<file path="config.mk">
export PLATFORM = sky130hd
export DESIGN_NAME = unmultiply_pixel_unit
export DESIGN_NICKNAME = d
export VERILOG_FILES = /design/src/hdl/upx_pkg.sv /design/src/hdl/upx_div.sv /design/src/hdl/unmultiply_pixel_unit.sv
export VERILOG_INCLUDE_DIRS = /design/src /design/src/hdl
export SDC_FILE = /design/constraint.sdc
export NUM_CORES = 2
export LEC_CHECK = 0
export BUFFER_PORTS_ARGS = -buffer_cell sky130_fd_sc_hd__buf_2
export CORE_MARGIN = 2
export CORE_UTILIZATION = 30
export CTS_CLUSTER_DIAMETER = 60
export DETAILED_ROUTE_END_ITERATION = 6
export PLACE_DENSITY_LB_ADDON = 0.08
export SLEW_MARGIN = 20
export SYNTH_ARGS = -nofsm -noshare
export SYNTH_HDL_FRONTEND = slang
export SYNTH_SLANG_ARGS = --single-unit
</file>
<file path="constraint.sdc">
create_clock -name i_clk -period 6.3 [get_ports i_clk]
set_input_delay 0.63 -clock i_clk [delete_from_list [all_inputs] [get_ports i_clk]]
set_output_delay 0.63 -clock i_clk [all_outputs]
set_load 0.05 [all_outputs]
</file>
<file path="src/hdl/unmultiply_pixel_unit_assert.svh">
// Assertion macros for the unmultiply pixel unit.
`ifndef UNMULTIPLY_PIXEL_UNIT_ASSERT_SVH
`define UNMULTIPLY_PIXEL_UNIT_ASSERT_SVH

`ifndef SYNTHESIS

// The consequent must hold in the same cycle as the antecedent.
`define UPX_ASSERT_IMP(label, clk, rst_n, ante, cons) \
    label: assert property (@(posedge clk) disable iff (!rst_n) (ante) |-> (cons)) \
        else $error("upx assertion failed");

// The consequent must hold a fixed number of cycles after the antecedent.
`define UPX_ASSERT_DELAY(label, clk, rst_n, ante, dly, cons) \
    label: assert property (@(posedge clk) disable iff (!rst_n) (ante) |-> ##dly (cons)) \
        else $error("upx assertion failed");

`else

`define UPX_ASSERT_IMP(label, clk, rst_n, ante, cons)
`define UPX_ASSERT_DELAY(label, clk, rst_n, ante, dly, cons)

`endif

`endif

</file>
<file path="src/hdl/upx_pkg.sv">
// Shared types, constants and the divider step function of the unmultiply pixel unit.
`timescale 1ns / 1ps

package upx_pkg;

    localparam int CHANNELS            = 3;
    localparam int DIV_STAGES          = 4;
    localparam int DIV_STEPS_PER_STAGE = 2;
    localparam int SIDE_W              = CHANNELS * 8 + 1;
    // Premultiply, max, color divide, alpha select, alpha divide, output register.
    localparam int PIPE_LATENCY        = 4 + 2 * DIV_STAGES;

    typedef logic [7:0] t_chan;

    // Working state of one restoring division lane.
    typedef struct packed {
        logic [7:0] rem;
        logic [7:0] lo;
        logic [7:0] quo;
    } t_div_state;

    // One restoring step: bring down the next dividend bit and try a subtract.
    // The remainder stays below the divisor, so it always fits in eight bits.
    function automatic t_div_state div_step(input t_div_state st, input t_chan den);
        logic [8:0] x;
        logic [8:0] d;
        t_div_state res;
        x = {st.rem, st.lo[7]};
        d = x - {1'b0, den};
        res.lo = {st.lo[6:0], 1'b0};
        if (x >= {1'b0, den}) begin
            res.rem = d[7:0];
            res.quo = {st.quo[6:0], 1'b1};
        end else begin
            res.rem = x[7:0];
            res.quo = {st.quo[6:0], 1'b0};
        end
        return res;
    endfunction

endpackage

</file>
<file path="src/hdl/upx_div.sv">
// Pipelined restoring divider of a 16-bit dividend by an 8-bit divisor, 8-bit quotient.
`timescale 1ns / 1ps

module upx_div import upx_pkg::*; #(
    parameter int LANES  = 3,
    parameter int SIDE_W = 25
) (
    input  logic              i_clk,
    input  logic              i_rst_n,
    input  logic              i_valid,
    input  logic [15:0]       i_num [LANES],
    input  t_chan             i_den [LANES],
    input  logic [SIDE_W-1:0] i_side,
    output logic              o_valid,
    output t_chan             o_quo [LANES],
    output logic [SIDE_W-1:0] o_side
);

    logic              r_valid [DIV_STAGES];
    t_div_state        r_st    [DIV_STAGES][LANES];
    t_chan             r_den   [DIV_STAGES][LANES];
    logic [SIDE_W-1:0] r_side  [DIV_STAGES];

    for (genvar s = 0; s < DIV_STAGES; s++) begin : g_stage
        logic              v_in;
        logic [SIDE_W-1:0] side_in;
        t_div_state        st_in  [LANES];
        t_chan             den_in [LANES];
        t_div_state        n_st   [LANES];

        if (s == 0) begin : g_first
            assign v_in    = i_valid;
            assign side_in = i_side;
            for (genvar l = 0; l < LANES; l++) begin : g_lane
                // The quotient is known to fit in eight bits, so the upper
                // dividend byte is already a valid partial remainder.
                assign st_in[l]  = {i_num[l], 8'h00};
                assign den_in[l] = i_den[l];
            end
        end else begin : g_next
            assign v_in    = r_valid[s-1];
            assign side_in = r_side[s-1];
            for (genvar l = 0; l < LANES; l++) begin : g_lane
                assign st_in[l]  = r_st[s-1][l];
                assign den_in[l] = r_den[s-1][l];
            end
        end

        always_comb begin
            t_div_state st;
            for (int l = 0; l < LANES; l++) begin
                st = st_in[l];
                for (int k = 0; k < DIV_STEPS_PER_STAGE; k++) begin
                    st = div_step(st, den_in[l]);
                end
                n_st[l] = st;
            end
        end

        always_ff @(posedge i_clk) begin
            if (!i_rst_n) begin
                r_valid[s] <= 1'b0;
            end else begin
                r_valid[s] <= v_in;
            end
        end

        always_ff @(posedge i_clk) begin
            r_side[s] <= side_in;
            for (int l = 0; l < LANES; l++) begin
                r_st[s][l]  <= n_st[l];
                r_den[s][l] <= den_in[l];
            end
        end
    end

    assign o_valid = r_valid[DIV_STAGES-1];
    assign o_side  = r_side[DIV_STAGES-1];

    for (genvar l = 0; l < LANES; l++) begin : g_out
        assign o_quo[l] = r_st[DIV_STAGES-1][l].quo;
    end

endmodule

</file>
<file path="src/hdl/unmultiply_pixel_unit.sv">
// Unmultiply pixel unit: scales an RGBA8 pixel so its brightest color reaches 255.
// Steps: premultiply, max, color divide, alpha select, alpha divide, output register.
// Throughput: one word per cycle while busy is low; two quotient bits per divider stage.
// Reset: synchronous, active low; clears all valid bits, busy is high while reset is held.
// The receiver cannot stall, so nothing holds a result in the output register.
`timescale 1ns / 1ps

module unmultiply_pixel_unit import upx_pkg::*; (
    input  logic  i_clk,
    input  logic  i_rst_n,
    input  logic  start,
    output logic  busy,
    input  t_chan i_in_red,
    input  t_chan i_in_green,
    input  t_chan i_in_blue,
    input  t_chan i_in_alpha,
    output logic  o_strobe,
    output t_chan o_out_red,
    output t_chan o_out_green,
    output t_chan o_out_blue,
    output t_chan o_out_alpha
);

`include "unmultiply_pixel_unit_assert.svh"

    assign busy = ~i_rst_n;

    // Stage 1: premultiply by alpha unless the pixel is opaque.
    t_chan       in_c [CHANNELS];
    logic [15:0] prod [CHANNELS];
    t_chan       n_c1 [CHANNELS];
    logic        r_v1;
    t_chan       r_c1 [CHANNELS];

    assign in_c[0] = i_in_red;
    assign in_c[1] = i_in_green;
    assign in_c[2] = i_in_blue;

    always_comb begin
        for (int i = 0; i < CHANNELS; i++) begin
            prod[i] = {8'h00, in_c[i]} * {8'h00, i_in_alpha};
            n_c1[i] = (i_in_alpha != 8'hFF) ? prod[i][15:8] : in_c[i];
        end
    end

    always_ff @(posedge i_clk) begin
        if (!i_rst_n) begin
            r_v1 <= 1'b0;
        end else begin
            r_v1 <= start & ~busy;
        end
    end

    always_ff @(posedge i_clk) begin
        r_c1 <= n_c1;
    end

    // Stage 2: largest channel and the dividends c * 255.
    t_chan       n_m2;
    logic [15:0] n_n2 [CHANNELS];
    logic        r_v2;
    t_chan       r_m2;
    t_chan       r_c2 [CHANNELS];
    logic [15:0] r_n2 [CHANNELS];

    always_comb begin
        n_m2 = r_c1[0];
        for (int i = 1; i < CHANNELS; i++) begin
            if (r_c1[i] > n_m2) begin
                n_m2 = r_c1[i];
            end
        end
        for (int i = 0; i < CHANNELS; i++) begin
            n_n2[i] = {r_c1[i], 8'h00} - {8'h00, r_c1[i]};
        end
    end

    always_ff @(posedge i_clk) begin
        if (!i_rst_n) begin
            r_v2 <= 1'b0;
        end else begin
            r_v2 <= r_v1;
        end
    end

    always_ff @(posedge i_clk) begin
        r_m2 <= n_m2;
        r_c2 <= r_c1;
        r_n2 <= n_n2;
    end

    // Color divider: t = c * 255 / m for all three channels.
    t_chan             den1 [CHANNELS];
    logic [SIDE_W-1:0] side1_in;
    logic              v1_out;
    t_chan             t1   [CHANNELS];
    logic [SIDE_W-1:0] side1_out;

    always_comb begin
        for (int i = 0; i < CHANNELS; i++) begin
            den1[i] = r_m2;
        end
    end

    assign side1_in = {r_c2[0], r_c2[1], r_c2[2], (r_m2 == 8'd0)};

    upx_div #(
        .LANES  (CHANNELS),
        .SIDE_W (SIDE_W)
    ) u_div_color (
        .i_clk   (i_clk),
        .i_rst_n (i_rst_n),
        .i_valid (r_v2),
        .i_num   (r_n2),
        .i_den   (den1),
        .i_side  (side1_in),
        .o_valid (v1_out),
        .o_quo   (t1),
        .o_side  (side1_out)
    );

    // Alpha select: first channel with nonzero scaled value, else blue, feeds alpha divide.
    t_chan       c6 [CHANNELS];
    logic        z6;
    t_chan       sel_c;
    t_chan       sel_t;
    logic        r_v7;
    logic        r_z7;
    t_chan       r_t7   [CHANNELS];
    logic [15:0] r_anum [1];
    t_chan       r_aden [1];

    assign c6[0] = side1_out[SIDE_W-1 -: 8];
    assign c6[1] = side1_out[SIDE_W-9 -: 8];
    assign c6[2] = side1_out[SIDE_W-17 -: 8];
    assign z6    = side1_out[0];

    always_comb begin
        if (t1[0] != 8'd0) begin
            sel_c = c6[0];
            sel_t = t1[0];
        end else if (t1[1] != 8'd0) begin
            sel_c = c6[1];
            sel_t = t1[1];
        end else begin
            sel_c = c6[2];
            sel_t = t1[2];
        end
    end

    always_ff @(posedge i_clk) begin
        if (!i_rst_n) begin
            r_v7 <= 1'b0;
        end else begin
            r_v7 <= v1_out;
        end
    end

    always_ff @(posedge i_clk) begin
        r_z7      <= z6;
        r_t7      <= t1;
        r_anum[0] <= {sel_c, 8'h00} - {8'h00, sel_c};
        r_aden[0] <= sel_t;
    end

    // Alpha divider: alpha = c * 255 / t.
    logic              v2_out;
    t_chan             alpha_q [1];
    logic [SIDE_W-1:0] side2_out;

    upx_div #(
        .LANES  (1),
        .SIDE_W (SIDE_W)
    ) u_div_alpha (
        .i_clk   (i_clk),
        .i_rst_n (i_rst_n),
        .i_valid (r_v7),
        .i_num   (r_anum),
        .i_den   (r_aden),
        .i_side  ({r_t7[0], r_t7[1], r_t7[2], r_z7}),
        .o_valid (v2_out),
        .o_quo   (alpha_q),
        .o_side  (side2_out)
    );

    // Output register; an all-black pixel forces every field to zero.
    logic  r_strobe;
    t_chan r_out_red;
    t_chan r_out_green;
    t_chan r_out_blue;
    t_chan r_out_alpha;
    logic  z11;

    assign z11 = side2_out[0];

    always_ff @(posedge i_clk) begin
        if (!i_rst_n) begin
            r_strobe <= 1'b0;
        end else begin
            r_strobe <= v2_out;
        end
    end

    always_ff @(posedge i_clk) begin
        r_out_red   <= z11 ? 8'd0 : side2_out[SIDE_W-1 -: 8];
        r_out_green <= z11 ? 8'd0 : side2_out[SIDE_W-9 -: 8];
        r_out_blue  <= z11 ? 8'd0 : side2_out[SIDE_W-17 -: 8];
        r_out_alpha <= z11 ? 8'd0 : alpha_q[0];
    end

    assign o_strobe    = r_strobe;
    assign o_out_red   = r_out_red;
    assign o_out_green = r_out_green;
    assign o_out_blue  = r_out_blue;
    assign o_out_alpha = r_out_alpha;

    logic out_black;
    logic out_full;

    assign out_black = (o_out_red == 8'd0) && (o_out_green == 8'd0) && (o_out_blue == 8'd0);
    assign out_full  = (o_out_red == 8'hFF) || (o_out_green == 8'hFF) || (o_out_blue == 8'hFF);

    `UPX_ASSERT_DELAY(a_latency, i_clk, i_rst_n, start && !busy, PIPE_LATENCY, o_strobe)
    `UPX_ASSERT_IMP(a_zero_alpha, i_clk, i_rst_n, o_strobe && (o_out_alpha == 8'd0), out_black)
    `UPX_ASSERT_IMP(a_full_scale, i_clk, i_rst_n, o_strobe && (o_out_alpha != 8'd0), out_full)

endmodule
</file>
# [Yosys cells after proc, flatten, opt, wreduce, memory -nomap -nowiden]
# Memory sizes are Yosys's and may differ from the RTL's. A register that Yosys moved wholly into a read port is not among the register bits.
# Index checks and enable logic that the tools add are counted.
[totals] word_cells=201 ramBits=688 mem_count=8 inputBits=35 out_inout_bits=34 register_bits=179
[op_classes] n_addsub=36 mux=83 bitwise=10 reduce_logical=5 n_eq_ne=1 mul=3 magnitude_cmp=34
[mem_list] memory="u_div_color.r_st" depth=4 width=66 read_ports=4 rd_ports_with_merged_regs=0 write_ports=4 line="upx_div.sv:20" source="t_div_state r_st [DIV_STAGES][LANES];"
[mem_list] memory="u_div_alpha.r_side" depth=4 width=25 read_ports=4 rd_ports_with_merged_regs=0 write_ports=4 line="upx_div.sv:22" source="logic [SIDE_W-1:0] r_side [DIV_STAGES];"
[mem_list] memory="u_div_color.r_side" depth=4 width=25 read_ports=4 rd_ports_with_merged_regs=0 write_ports=4 line="upx_div.sv:22"
[mem_list] memory="u_div_color.r_den" depth=4 width=24 read_ports=3 rd_ports_with_merged_regs=0 write_ports=4 line="upx_div.sv:21" source="t_chan r_den [DIV_STAGES][LANES];"
[mem_list] memory="u_div_alpha.r_st" depth=4 width=22 read_ports=4 rd_ports_with_merged_regs=1 write_ports=4 line="upx_div.sv:20"
[mem_list] memory="u_div_alpha.r_den" depth=4 width=8 read_ports=3 rd_ports_with_merged_regs=0 write_ports=4 line="upx_div.sv:21"
[mem_list] memory="+2 memories"
[op_table] op="two-way mux 8 bit" count=41
[op_table] op="greater-or-equal comparator 9 x 8 -> 1 bit" count=32
[op_table] op="subtractor 8 bit" count=32
[op_table] op="subtractor 16 x 8 -> 16 bit" count=4
[op_table] op="multiplier 8 x 8 -> 16 bit" count=3
[op_table] op="two-way mux 1 bit" count=42
[op_table] op="> comparator 8 bit" count=2
[op_table] op="nonzero test 8 bit" count=2
[op_table] op="logical NOT 8 bit" count=1
[op_table] op="inequality test 8 bit, second input constant" count=1
[op_table] op="bitwise OR 1 bit" count=8
[op_table] op="logical NOT 1 bit" count=2
[op_table] op="bitwise AND 1 bit" count=1
[op_table] op="NOT 1 bit" count=1

# [Logic depth before layout (Yosys ltp)]
# An unclocked memory read counts as a cell.
[depth] word_depth=5 mapped_depth=18 depth_no_buf=17

# [Modules after synthesis]
# Synthesis repeated with hierarchy kept, for this count alone.
[hier_totals] hier_cells=3423 area_unflattened_um2=35195.0
[by_module_without_submodules] module="upx_div (u_div_color)" cells_each=1607 seq_area_each_um2=6886.6 n_inst=1 area_each_um2=16469.5
[by_module_without_submodules] module="unmultiply_pixel_unit" cells_each=1150 seq_area_each_um2=3723.6 n_inst=1 area_each_um2=11606.1
[by_module_without_submodules] module="upx_div (u_div_alpha)" cells_each=666 seq_area_each_um2=3683.5 n_inst=1 area_each_um2=7119.3

# [Worst setup path before layout]
# Ideal clock, no wire load.
[synth_path] path_kind="input -> register" start="in i_in_alpha[7]" end="reg r_c1[23] (netlist bit)" setup_ps=131 path_buffers=1 cell_stages=16 required_ps=6169 path_slack_ps=1431 arrival_ps=4738 cell_sequence="clkbuf_1 -> and2_1 -> fa_1 -> fa_1 -> fa_1 -> inv_1 -> fa_1 -> inv_1 -> ha_1 -> a21o_1 -> a21o_1 -> and3_1 -> a221o_1 -> o41ai_1 -> xnor2_1 -> o21ai_0"
[synth_lines] item="start, declared" line="unmultiply_pixel_unit.sv:16" source="input t_chan i_in_alpha,"
[synth_lines] item="end signal, assigned" line="unmultiply_pixel_unit.sv:55" source="r_c1 <= n_c1;"
[synth_lines] item="end, declared" line="unmultiply_pixel_unit.sv:33" source="t_chan r_c1 [CHANNELS];"

==> metrics <==
Min-Delay Endpoint=r_v1; RR Startpoint=u_div_alpha.r_den[1][4]; number of global-route vias before repair=23600; initial core utilization=0.304; initial DRC count=1051; DR vias/cell=4.52; Synth Area per Inst=9.92 µm²; H-tree depth=3; Yosys reg bits=roughly 660; fin crit period=4920 ps; GRT Overall Usage=0.151; Worst Skew=27.6 ps; TritonCTS clock tree=built; startpoint types=register; Post-synth EDFFs=0; CP Max Fanout=8; Final TNS setup=0 ps; number of setup buffers added after CTS=0; worst path cell trace=inv_1, ha_1, and3_1, o21ai_1, a21oi_1, o31ai_1, o21ai_0, ha_1, nor2b_1, o31ai_1, a21oi_1, o21ai_0, a21boi_0, nor2b_1, mux2_2; r2r endpoint=u_div_alpha.r_st[2][20]; outcome=complete, no violations; synthesized net count=roughly 4000; Worst setup EP type=register; critical path class=reg2reg; CP required=6830 ps; Bufs on Longest Clock Path=3; Die Y=between 300 and 400 µm; footprint of the multi-input gates=0.0190 mm²; final core occ=0.350; DP HPWL=about 67000 µm; PostCTS Resize Cnt=0; Crit path buffers/inverters=1; fmax=203 MHz; Max Cap Viol=0; area delta synth->final=15.2%; cell family with most CP delay=compound AO/OA/AOI/OAI gates; post-synth cell types=70; Worst R2R Path Depth=15; Crit-path slowest cell=o31ai_1; Final ANT Viol Nets=0; DIE AREA=0.115 mm²; hold path start=start; final setup margin=between 1000 and 1500 ps; Final setup viols=0; drt first pass iters=7; total gr overflow=0; fraction of the cycle the final worst path needs=0.781; Sequential Area=around 0.013 mm²; TritonCTS sink count=roughly 660; largest net degree at the start of global routing=33; number of port buffers=68; Place WS=907 ps; worst hold path class=in2reg; commonest non-fill, non-tap cell in the layout=dfxtp_1; peak per-stage delay on the critical path=690 ps; DIE WIDTH=between 300 and 400 µm; Seq/Total Area, Yosys=0.390; TritonCTS Buffers=84; core area=about 0.11 mm²; global-route wire length before repair=136000 µm; DR WL/cell=16.9 µm; Post-Synthesis Cells=3396; dpl cell area=0.0359 mm²; Synth Flop Type=dfxtp_1; CTS Hold Bufs=0; share of layout cells above drive strength 1=0.108; Post-route DRC=0; fin nets=4063; wirelength, routed=85900 µm; RSZ-0062 raised after global routing=no; hold depth=2; Rows=122; worst skew pair latency=650 ps; clk slew on worst S/H paths=around 60 ps; Rel. slew slack=0.257; Worst Tran Pin Value=1110 ps; reg2reg setup slack=1380 ps; Finished Cell Area=0.0388 mm²; via count=23000; Filler Cell Count=11400; YS warnings=0; post-synthesis cell area=0.0337 mm²; Top Ports=69; Async SR Flop Fraction=0; final hold violations=0; most frequent cells in the layout=dfxtp_1 (657), ha_1 (375), inv_1 (339); Worst Path Arrival=roughly 5500 ps; initial antenna violation count=3; gpl congestion=0.813; clk root buf=clkbuf_16; max-slew violation count=0
## logic make-up after synthesis
family                     share of synthesized area
and+or+nand+nor                                0.136
DFF                                            0.390
AOI/OAI and AO/OA                              0.122
adders and majority gates                      0.218
buffers and inverters                         0.0455
muxes                                         0.0499
xor gates and xnor gates                      0.0377
## worst max path at each step
stage,cells after the start,startpoint,to
after global routing,15,u_div_alpha.r_den[1][4],u_div_alpha.r_st[2][20]
final,15,u_div_alpha.r_den[1][4],u_div_alpha.r_st[2][20]
after CTS,15,u_div_alpha.r_den[1][4],u_div_alpha.r_st[2][17]
after floorplan,16,i_in_alpha[7],r_c1[23]
after global placement,16,i_in_alpha[3],r_c1[23]
after detailed placement,16,i_in_alpha[3],r_c1[23]
## cells in the mapped netlist, drive strengths merged (13+ instances only)
master | number | share of area
and3 | 24 | 0.0045
a21oi | 170 | 0.026
inv | 343 | 0.038
clkbuf | 45 | 0.0050
nor3 | 55 | 0.0082
nor4 | 13 | 0.0024
nand3 | 28 | 0.0042
o21a | 57 | 0.013
nand2 | 210 | 0.023
mux2 | 105 | 0.036
fa | 133 | 0.079
nand2b | 21 | 0.0039
o21ai | 160 | 0.024
nor2 | 178 | 0.020
a211oi | 20 | 0.0045
a21o | 40 | 0.0089
a21boi | 34 | 0.0076
a31oi | 21 | 0.0043
o211ai | 20 | 0.0045
dfxtp | 657 | 0.39
ha | 375 | 0.14
o21bai | 38 | 0.0085
xor2 | 33 | 0.0086
nand4 | 41 | 0.0076
nor2b | 82 | 0.016
mux2i | 46 | 0.014
and2 | 170 | 0.032
or3 | 21 | 0.0039
xnor2 | 112 | 0.029
o31ai | 21 | 0.0047
## stage by stage
step                      std cells  hold slack (ps)
after floorplan                3396              310
after global placement         4921              310
after detailed placement       4921              312
after CTS                      5073              143
after global routing           5074              168
final                          5075              194
## layer usage
layer	part of all wire	GRT usage	wire (µm)	vias up
li1	-	-	-	11900
met1	0.49	0.201	41800	10700
met2	0.46	0.251	39500	286
met3	0.025	0.0188	2190	106
met4	0.028	0.0527	2410	0
met5	0	0	0	-
## state kept, by name, indices dropped and copies added (netlist names), 48 cells and up
signal,count
u_div_color.r_st,159
u_div_alpha.r_side,100
u_div_color.r_side,100
u_div_alpha.r_st,56
r_n2,48
## layout make-up
class / count / area share
Multi-Input combinational cell: 2339 / 0.490
Sequential cell: 657 / 0.339
Clock buffer: 106 / 0.0604
Tap cell: 1488 / 0.0480
Inverter: 343 / 0.0332
Clock inverter: 46 / 0.0157
Timing Repair Buffer: 95 / 0.0140
Antenna cell: 1 / 0.0000645
Power is left out: the tool's default activity adds up to more than one toggle a clock period on the data nets, which glitch-free logic cannot reach.
